--- config.mk ---
export PLATFORM = sky130hd
export DESIGN_NAME = ascii_hex_frame_lrc_decoder_top
export DESIGN_NICKNAME = d
export VERILOG_FILES = /design/src/hdl/ahfld_pkg.sv /design/src/hdl/ahfld_in_stage.sv /design/src/hdl/ahfld_core.sv /design/src/hdl/ahfld_out_stage.sv /design/src/hdl/ascii_hex_frame_lrc_decoder_top.sv
export VERILOG_INCLUDE_DIRS = /design/src /design/src/hdl
export SDC_FILE = /design/constraint.sdc
export NUM_CORES = 1
export LEC_CHECK = 0
export BUFFER_PORTS_ARGS = -buffer_cell sky130_fd_sc_hd__buf_2
export CAP_MARGIN = 30
export CORE_UTILIZATION = 30
export DETAILED_ROUTE_END_ITERATION = 7
export PLACE_DENSITY = 0.51
export SLEW_MARGIN = 20
export SYNTH_ARGS = -nofsm -noshare
export SYNTH_HDL_FRONTEND = slang
export SYNTH_HIERARCHICAL = 1
export SYNTH_SLANG_ARGS = --single-unit
--- constraint.sdc ---
create_clock -name i_clk -period 4.2 [get_ports i_clk]
set_input_delay 0.21 -clock i_clk [delete_from_list [all_inputs] [get_ports i_clk]]
set_output_delay 0.21 -clock i_clk [all_outputs]
set_load 0.02 [all_outputs]
--- src/hdl/assert_macros.svh ---
// ----------------------------------------------------------------------------
// assert_macros.svh
// Assertion macros shared by the RTL; empty when SYNTHESIS is defined.
// ----------------------------------------------------------------------------
`ifndef ASSERT_MACROS_SVH
`define ASSERT_MACROS_SVH

`ifndef SYNTHESIS

`define ASSERT_ALWAYS(lbl, clk, rst_n, prop) \
    lbl: assert property (@(posedge clk) disable iff (!rst_n) (prop)) \
        else $error("assertion failed");

`define ASSERT_IMPL(lbl, clk, rst_n, ante, cons) \
    lbl: assert property (@(posedge clk) disable iff (!rst_n) (ante) |-> (cons)) \
        else $error("assertion failed");

`define ASSERT_NEXT(lbl, clk, rst_n, ante, cons) \
    lbl: assert property (@(posedge clk) disable iff (!rst_n) (ante) |=> (cons)) \
        else $error("assertion failed");

`else

`define ASSERT_ALWAYS(lbl, clk, rst_n, prop)
`define ASSERT_IMPL(lbl, clk, rst_n, ante, cons)
`define ASSERT_NEXT(lbl, clk, rst_n, ante, cons)

`endif

`endif

--- src/hdl/ahfld_pkg.sv ---
// ----------------------------------------------------------------------------
// ahfld_pkg
// Types, character constants and hex decode for the ASCII-hex frame decoder.
// ----------------------------------------------------------------------------
package ahfld_pkg;

    localparam logic [7:0] CH_0     = 8'h30;
    localparam logic [7:0] CH_9     = 8'h39;
    localparam logic [7:0] CH_UA    = 8'h41;
    localparam logic [7:0] CH_UF    = 8'h46;
    localparam logic [7:0] CH_LA    = 8'h61;
    localparam logic [7:0] CH_LF    = 8'h66;
    localparam logic [7:0] HEX_BASE = 8'd10;

    typedef enum logic [2:0] {
        ST_OK    = 3'd0,
        ST_ODD   = 3'd1,
        ST_BAD   = 3'd2,
        ST_EMPTY = 3'd3,
        ST_LRC   = 3'd4
    } t_status;

    typedef struct packed {
        logic [7:0] ch;
        logic       first;
        logic       last;
    } t_char;

    typedef struct packed {
        logic [7:0] data_byte;
        logic       byte_valid;
        logic       frame_done;
        t_status    status;
    } t_result;

    typedef struct packed {
        logic ok;
        logic [3:0] nib;
    } t_hex;

    function automatic t_hex hex_value(input logic [7:0] c);
        t_hex       h;
        logic [7:0] v;
        h.ok  = 1'b0;
        h.nib = 4'd0;
        v     = 8'd0;
        if (c >= CH_0 && c <= CH_9) begin
            v     = c - CH_0;
            h.ok  = 1'b1;
        end else if (c >= CH_UA && c <= CH_UF) begin
            v     = c - CH_UA + HEX_BASE;
            h.ok  = 1'b1;
        end else if (c >= CH_LA && c <= CH_LF) begin
            v     = c - CH_LA + HEX_BASE;
            h.ok  = 1'b1;
        end
        h.nib = v[3:0];
        return h;
    endfunction

endpackage

--- src/hdl/ahfld_in_stage.sv ---
// ----------------------------------------------------------------------------
// ahfld_in_stage
// Input register: holds one character beat until the core consumes it.
// ----------------------------------------------------------------------------
module ahfld_in_stage (
    input  logic                i_clk,
    input  logic                i_rst_n,
    input  logic                i_valid,
    output logic                o_ready,
    input  ahfld_pkg::t_char    i_char,
    input  logic                i_advance,
    output logic                o_valid,
    output ahfld_pkg::t_char    o_char
);

    logic             r_valid;
    ahfld_pkg::t_char r_char;
    logic             accept;

    assign o_ready = !r_valid || i_advance;
    assign accept  = i_valid && o_ready;

    always_ff @(posedge i_clk) begin
        if (!i_rst_n) begin
            r_valid <= 1'b0;
        end else if (accept) begin
            r_valid <= 1'b1;
        end else if (i_advance) begin
            r_valid <= 1'b0;
        end
    end

    always_ff @(posedge i_clk) begin
        if (accept) begin
            r_char <= i_char;
        end
    end

    assign o_valid = r_valid;
    assign o_char  = r_char;

endmodule

--- src/hdl/ahfld_core.sv ---
// ----------------------------------------------------------------------------
// ahfld_core
// Frame state, hex pair decode, running sum and end-of-frame status.
// ----------------------------------------------------------------------------
module ahfld_core (
    input  logic                i_clk,
    input  logic                i_rst_n,
    input  ahfld_pkg::t_char    i_char,
    input  logic                i_fire,
    output logic                o_has_result,
    output ahfld_pkg::t_result  o_result
);

    logic       r_pair_phase;
    logic [3:0] r_high_nibble;
    logic [7:0] r_byte_sum;
    logic       r_bad_seen;
    logic       r_byte_seen;

    logic       n_pair_phase;
    logic [3:0] n_high_nibble;
    logic [7:0] n_byte_sum;
    logic       n_bad_seen;
    logic       n_byte_seen;

    ahfld_pkg::t_hex    hex;
    ahfld_pkg::t_result res;

    assign hex = ahfld_pkg::hex_value(i_char.ch);

    always_comb begin
        n_pair_phase   = r_pair_phase;
        n_high_nibble  = r_high_nibble;
        n_byte_sum     = r_byte_sum;
        n_bad_seen     = r_bad_seen;
        n_byte_seen    = r_byte_seen;
        res.data_byte  = 8'd0;
        res.byte_valid = 1'b0;
        res.frame_done = i_char.last;
        res.status     = ahfld_pkg::ST_OK;

        if (i_char.first) begin
            n_pair_phase  = 1'b0;
            n_high_nibble = 4'd0;
            n_byte_sum    = 8'd0;
            n_bad_seen    = 1'b0;
            n_byte_seen   = 1'b0;
        end else begin
            n_bad_seen = r_bad_seen || !hex.ok;
            if (!r_pair_phase) begin
                n_high_nibble = hex.nib;
                n_pair_phase  = 1'b1;
            end else begin
                n_pair_phase = 1'b0;
                if (!n_bad_seen) begin
                    res.data_byte  = {r_high_nibble, hex.nib};
                    res.byte_valid = 1'b1;
                    n_byte_sum     = r_byte_sum + {r_high_nibble, hex.nib};
                    n_byte_seen    = 1'b1;
                end
            end
        end

        if (i_char.last) begin
            if (n_pair_phase) begin
                res.status = ahfld_pkg::ST_ODD;
            end else if (n_bad_seen) begin
                res.status = ahfld_pkg::ST_BAD;
            end else if (!n_byte_seen) begin
                res.status = ahfld_pkg::ST_EMPTY;
            end else if (n_byte_sum != 8'd0) begin
                res.status = ahfld_pkg::ST_LRC;
            end
            n_pair_phase  = 1'b0;
            n_high_nibble = 4'd0;
            n_byte_sum    = 8'd0;
            n_bad_seen    = 1'b0;
            n_byte_seen   = 1'b0;
        end
    end

    always_ff @(posedge i_clk) begin
        if (!i_rst_n) begin
            r_pair_phase  <= 1'b0;
            r_high_nibble <= 4'd0;
            r_byte_sum    <= 8'd0;
            r_bad_seen    <= 1'b0;
            r_byte_seen   <= 1'b0;
        end else if (i_fire) begin
            r_pair_phase  <= n_pair_phase;
            r_high_nibble <= n_high_nibble;
            r_byte_sum    <= n_byte_sum;
            r_bad_seen    <= n_bad_seen;
            r_byte_seen   <= n_byte_seen;
        end
    end

    assign o_has_result = res.byte_valid || res.frame_done;
    assign o_result     = res;

endmodule

--- src/hdl/ahfld_out_stage.sv ---
// ----------------------------------------------------------------------------
// ahfld_out_stage
// Result register: holds one result beat until the receiver takes it.
// ----------------------------------------------------------------------------
module ahfld_out_stage (
    input  logic                i_clk,
    input  logic                i_rst_n,
    input  logic                i_load,
    input  ahfld_pkg::t_result  i_result,
    output logic                o_free,
    output logic                o_valid,
    input  logic                i_ready,
    output ahfld_pkg::t_result  o_result
);

    logic               r_valid;
    ahfld_pkg::t_result r_result;

    assign o_free = !r_valid || i_ready;

    always_ff @(posedge i_clk) begin
        if (!i_rst_n) begin
            r_valid <= 1'b0;
        end else if (i_load) begin
            r_valid <= 1'b1;
        end else if (i_ready) begin
            r_valid <= 1'b0;
        end
    end

    always_ff @(posedge i_clk) begin
        if (i_load) begin
            r_result <= i_result;
        end
    end

    assign o_valid  = r_valid;
    assign o_result = r_result;

endmodule

--- src/hdl/ascii_hex_frame_lrc_decoder_top.sv ---
// ----------------------------------------------------------------------------
// ascii_hex_frame_lrc_decoder_top
// ASCII-hex frame decoder with running LRC check.
// ----------------------------------------------------------------------------
// Input channel: one character beat per handshake (ch, first, last).
//   first marks the frame head: decoding state clears, the character is
//   skipped. last marks the final payload character; the tail is stripped
//   upstream.
// Output channel: a result beat per hex pair with no bad digit before it in
//   the frame and per last character, else none. frame_done with status
//   (ok, odd count, bad digit, empty, LRC mismatch) closes a frame.
// Path: a character goes through the input register and the decode; its
//   result beat, if any, is held in the result register.
// Throughput: one character per cycle unless stalled; the frame state update
//   is a single 8-bit add and compare between input and result stages.
// Reset clears both stage valids and all frame state.
// When the receiver stalls, the result register holds its beat and the
//   input register holds one further character; ready then drops until the
//   stall clears. Characters that produce no result pass through regardless.
// ----------------------------------------------------------------------------
`include "assert_macros.svh"

module ascii_hex_frame_lrc_decoder_top (
    input  logic       i_clk,
    input  logic       i_rst_n,
    input  logic       i_in_valid,
    output logic       o_in_ready,
    input  logic [7:0] i_ch,
    input  logic       i_first,
    input  logic       i_last,
    output logic       o_out_valid,
    input  logic       i_out_ready,
    output logic [7:0] o_data_byte,
    output logic       o_byte_valid,
    output logic       o_frame_done,
    output logic [2:0] o_status
);

    ahfld_pkg::t_char   in_char;
    ahfld_pkg::t_char   s1_char;
    ahfld_pkg::t_result core_result;
    ahfld_pkg::t_result out_result;
    logic               s1_valid;
    logic               has_result;
    logic               out_free;
    logic               advance;
    logic               load;

    assign in_char.ch    = i_ch;
    assign in_char.first = i_first;
    assign in_char.last  = i_last;

    assign advance = s1_valid && (!has_result || out_free);
    assign load    = advance && has_result;

    ahfld_in_stage u_in (
        .i_clk     (i_clk),
        .i_rst_n   (i_rst_n),
        .i_valid   (i_in_valid),
        .o_ready   (o_in_ready),
        .i_char    (in_char),
        .i_advance (advance),
        .o_valid   (s1_valid),
        .o_char    (s1_char)
    );

    ahfld_core u_core (
        .i_clk        (i_clk),
        .i_rst_n      (i_rst_n),
        .i_char       (s1_char),
        .i_fire       (advance),
        .o_has_result (has_result),
        .o_result     (core_result)
    );

    ahfld_out_stage u_out (
        .i_clk    (i_clk),
        .i_rst_n  (i_rst_n),
        .i_load   (load),
        .i_result (core_result),
        .o_free   (out_free),
        .o_valid  (o_out_valid),
        .i_ready  (i_out_ready),
        .o_result (out_result)
    );

    assign o_data_byte  = out_result.data_byte;
    assign o_byte_valid = out_result.byte_valid;
    assign o_frame_done = out_result.frame_done;
    assign o_status     = out_result.status;

    `ASSERT_IMPL(a_beat_has_content, i_clk, i_rst_n, o_out_valid,
        o_byte_valid || o_frame_done)
    `ASSERT_IMPL(a_status_only_at_end, i_clk, i_rst_n, o_out_valid && !o_frame_done,
        o_status == ahfld_pkg::ST_OK)
    `ASSERT_IMPL(a_data_zero_no_byte, i_clk, i_rst_n, o_out_valid && !o_byte_valid,
        o_data_byte == 8'd0)
    `ASSERT_IMPL(a_stall_means_full, i_clk, i_rst_n, !o_in_ready,
        s1_valid && o_out_valid && !i_out_ready)

endmodule

==> results.md <==
- Worst IR Drop VDD: roughly 0.13 mV
- Clock network power share: 0.345
- Cell chosen for the clock root: clkbuf_8
- Switch Pwr: ~180 uW
- CTS Buffer Depth: 2
- Overall power: 756 uW
- Register area share after synthesis: 0.498
- # IOs: 29
- Fin crit share: 0.911
- DIE WIDTH: approximately 84 um
- Global route overflow: 0
- Top_reg_cell synth: edfxtp_1
- Setup tns final: 0 ns
- CP Class: flop to flop
- Leakage Power: roughly 0.00094 uW
- Core box area: ~6500 um2
- CTS buffer count: 5
- FILL cells: ~650
- Post-synth EDFFs: 23
- Post-synthesis cell type count: 55
- Combinational power share: 0.087
- Design internal power: between 500 and 600 uW
- Failing checks: DRC
- CP arrival: roughly 3.9 ns
- Vias in the first global route: roughly 1,300
- Clock latency on the worst-skew pair: between 0.2 and 0.3 ns
- Via count: approximately 1,400
- Crit path time final: 3.83 ns
- Post-synth ARST share: 0
- Drt drc: 4
- Share of cells above drive strength 1: 0.234
- Final instance area: around 2400 um2
- DIE AREA: approximately 7100 um2
- CTS tree: yes
- Clk_skew: approximately 0.0071 ns
- Post-route setup slack: about 0.37 ns
- Ys Warns: 6
- Fmax: 261 MHz
- Sequential power share: 0.568
- HPWL after DPL: around 2.9 mm
- Initial core utilization: 0.314
- IO Port Bufs: 28
- 1st-iter DRT viols: about 120
- Initial antenna violation count: 0
- Max-slew violations: 0
- Worst-Margin Slew: between 0.6 and 0.7 ns
- Kind of start point of the critical path: flop
- Critical Path End Type: flop
- Routed vias/inst: 4.71
- DP Area: between 2000 and 2500 um2
- Ant. Diodes: 0
- Clock Sinks: 39
- H-tree Lvls: 2
- Overall Global Routing Usage: 0.114
- Worst hold start: i_ch[3]
- Synth area leaders: edfxtp_1 34%, dfxtp_1 16%, ha_1 6.2%, nor2_1 4.1%, a22oi_1 3.3%
- Reg clk slew, reported paths: 0.08 ns
- Hold crit path type: primary input to flop
- Fin. Hold Viols: 0
- Mapped Area: 2030 um2
- DIE HEIGHT: roughly 84 um
- Post-synthesis sequential element count: 39
- Final setup viols: 0
- Nets@finish: about 250
- Switching part of the total: 0.232
- Leading area contributor after synthesis: edfxtp_1
- Status: finished with violations
- Global-route wire length before repair: 6.42 mm
- RR Startpoint: u_in/o_char[5]$_DFFE_PP_
- Post-place setup slack: around 0.26 ns
- Syn_area_per_cell: about 11 um2
- Top-area cell type share of the netlist area: 0.340
- Crit path launch: u_in/o_char[5]$_DFFE_PP_
- Area delta synth->final: 16.5%
- Syn nets: between 200 and 250
- Cell count after synthesis: about 190
- Antenna Nets Post-Route: 0
- Gp weighted congestion: roughly 0.74
- Largest net degree at the start of global routing: 15
- Crit path max fanout: 7
- 1st-pass router iterations: 6
- Placement row count: 29
- RSZ-0062 raised after global routing: no
- WL/cell: about 13 um
- Worst slew margin: 0.587
- DRT Wirelength: approximately 3.8 mm
- CP Data Required Time: about 4.2 ns
- P per Cell Area: approximately 320 nW/um2
- Maxcap violations: 0
logic make-up after synthesis:
family	Yosys count	share of synthesized area
buf+inv	22	0.0437
flops	39	0.498
mux	2	0.0105
simple gates	65	0.181
compound gates	44	0.174
fa+ha+maj	11	0.0715
xor+xnor	5	0.0216
sequential cells by signal, indices dropped and copies added, names as in the netlist:
signal / flops
u_out/o_result: 13
u_core/r_byte_sum: 8
u_core/r_bad_seen: 1
u_in/o_char: 10
u_in/o_valid: 1
u_core/r_pair_phase: 1
u_core/r_high_nibble: 4
u_out/o_valid: 1
metrics by stage:
stage	cells	utilization	hold WS [ns]
3_5_place_dp	289	0.348	0.388
2_1_floorplan	188	-	0.309
6_report	299	0.366	0.0968
5_1_grt	299	0.366	0.0813
4_1_cts	297	0.363	0.0881
3_3_place_gp	289	0.348	0.387
repair_timing:
action / CTS / global route
resized for setup: 0 / 1
buffers inserted: 0 / 2
hold buffers: 0 / 0
setup endpoints to repair: 0 / 1
synthesized netlist by cell type (2+ instances only):
cell and n:
ha_1 10, nand2b_4 2, a21boi_2 2, xnor2_1 4, nand3_1 2, and2_1 6
o22ai_1 3, a21oi_1 8, nand2_1 12, clkbuf_1 2, dfxtp_1 16, or3_1 2
nor4b_1 2, a21boi_0 2, inv_1 17, and3_1 2, nand2b_1 4, o211ai_1 2
a22oi_1 9, nor2_1 22, edfxtp_1 23, o21ai_0 3
placed cells by master (no fill, tap or decap), types with 4 or more instances in the layout:
cell type / netlist / final
buf_2: 1 / 28
edfxtp_1: 23 / 23
nor2_1: 22 / 22
inv_1: 17 / 17
dfxtp_1: 16 / 16
nand2_1: 12 / 12
ha_1: 10 / 10
a22oi_1: 9 / 9
a21oi_1: 8 / 8
clkbuf_8: 0 / 6
and2_1: 6 / 6
xnor2_1: 4 / 4
nand2b_1: 4 / 4
power by group through the flow:
stage / logic, uW / registers (uW) / clock network, uW
after floorplan: 39.3 / 444 / 0
final: 65.9 / 429 / 261
after global routing: 72.9 / 431 / 287
after global placement: 65.8 / 438 / 0
after CTS: 65.8 / 429 / 271
after detailed placement: 65.7 / 438 / 0
layout make-up:
| type | instances | area [um2] | area share |
|---|---|---|---|
| well taps | 77 | 96.3 | 0.0407 |
| repair buffers | 31 | 163 | 0.0687 |
| flip-flops and latches | 39 | 1010 | 0.427 |
| clock buffers | 7 | 86.3 | 0.0365 |
| inverters | 17 | 63.8 | 0.0270 |
| clock inverters | 1 | 8.76 | 0.00370 |
| multi-input cells | 127 | 937 | 0.396 |
worst max-delay path, cell delays in order (launching register included):
cell      delay (ns)
edfxtp_1        0.47
or4b_4          0.56
nor3_4          0.34
mux2_2          0.27
ha_1            0.17
inv_1           0.05
fa_1            0.40
nor2b_1         0.21
o21a_1          0.22
o21ai_0         0.15
a311oi_2        0.32
o311ai_1        0.18
o211a_1         0.24
routing by layer:
layer,wire length (um),GRT usage,vias to the layer above
met4,22,0.0282,0
met5,0,0,-
met3,174,0.0295,2
li1,-,-,737
met2,1690,0.181,36
met1,1940,0.154,633
path summary, 6_finish.rpt:
kind	to	slack (ns)	depth (start not counted)
max reg2reg	u_out/o_result[2]$_DFFE_PP_	0.37	12
max	u_out/o_result[2]$_DFFE_PP_	0.37	12
min reg2reg	u_core/r_byte_sum[6]$_SDFFE_PN0P_	0.47	2
min	u_in/o_char[5]$_DFFE_PP_	0.1	1
(Power assumes the default switching activity.)
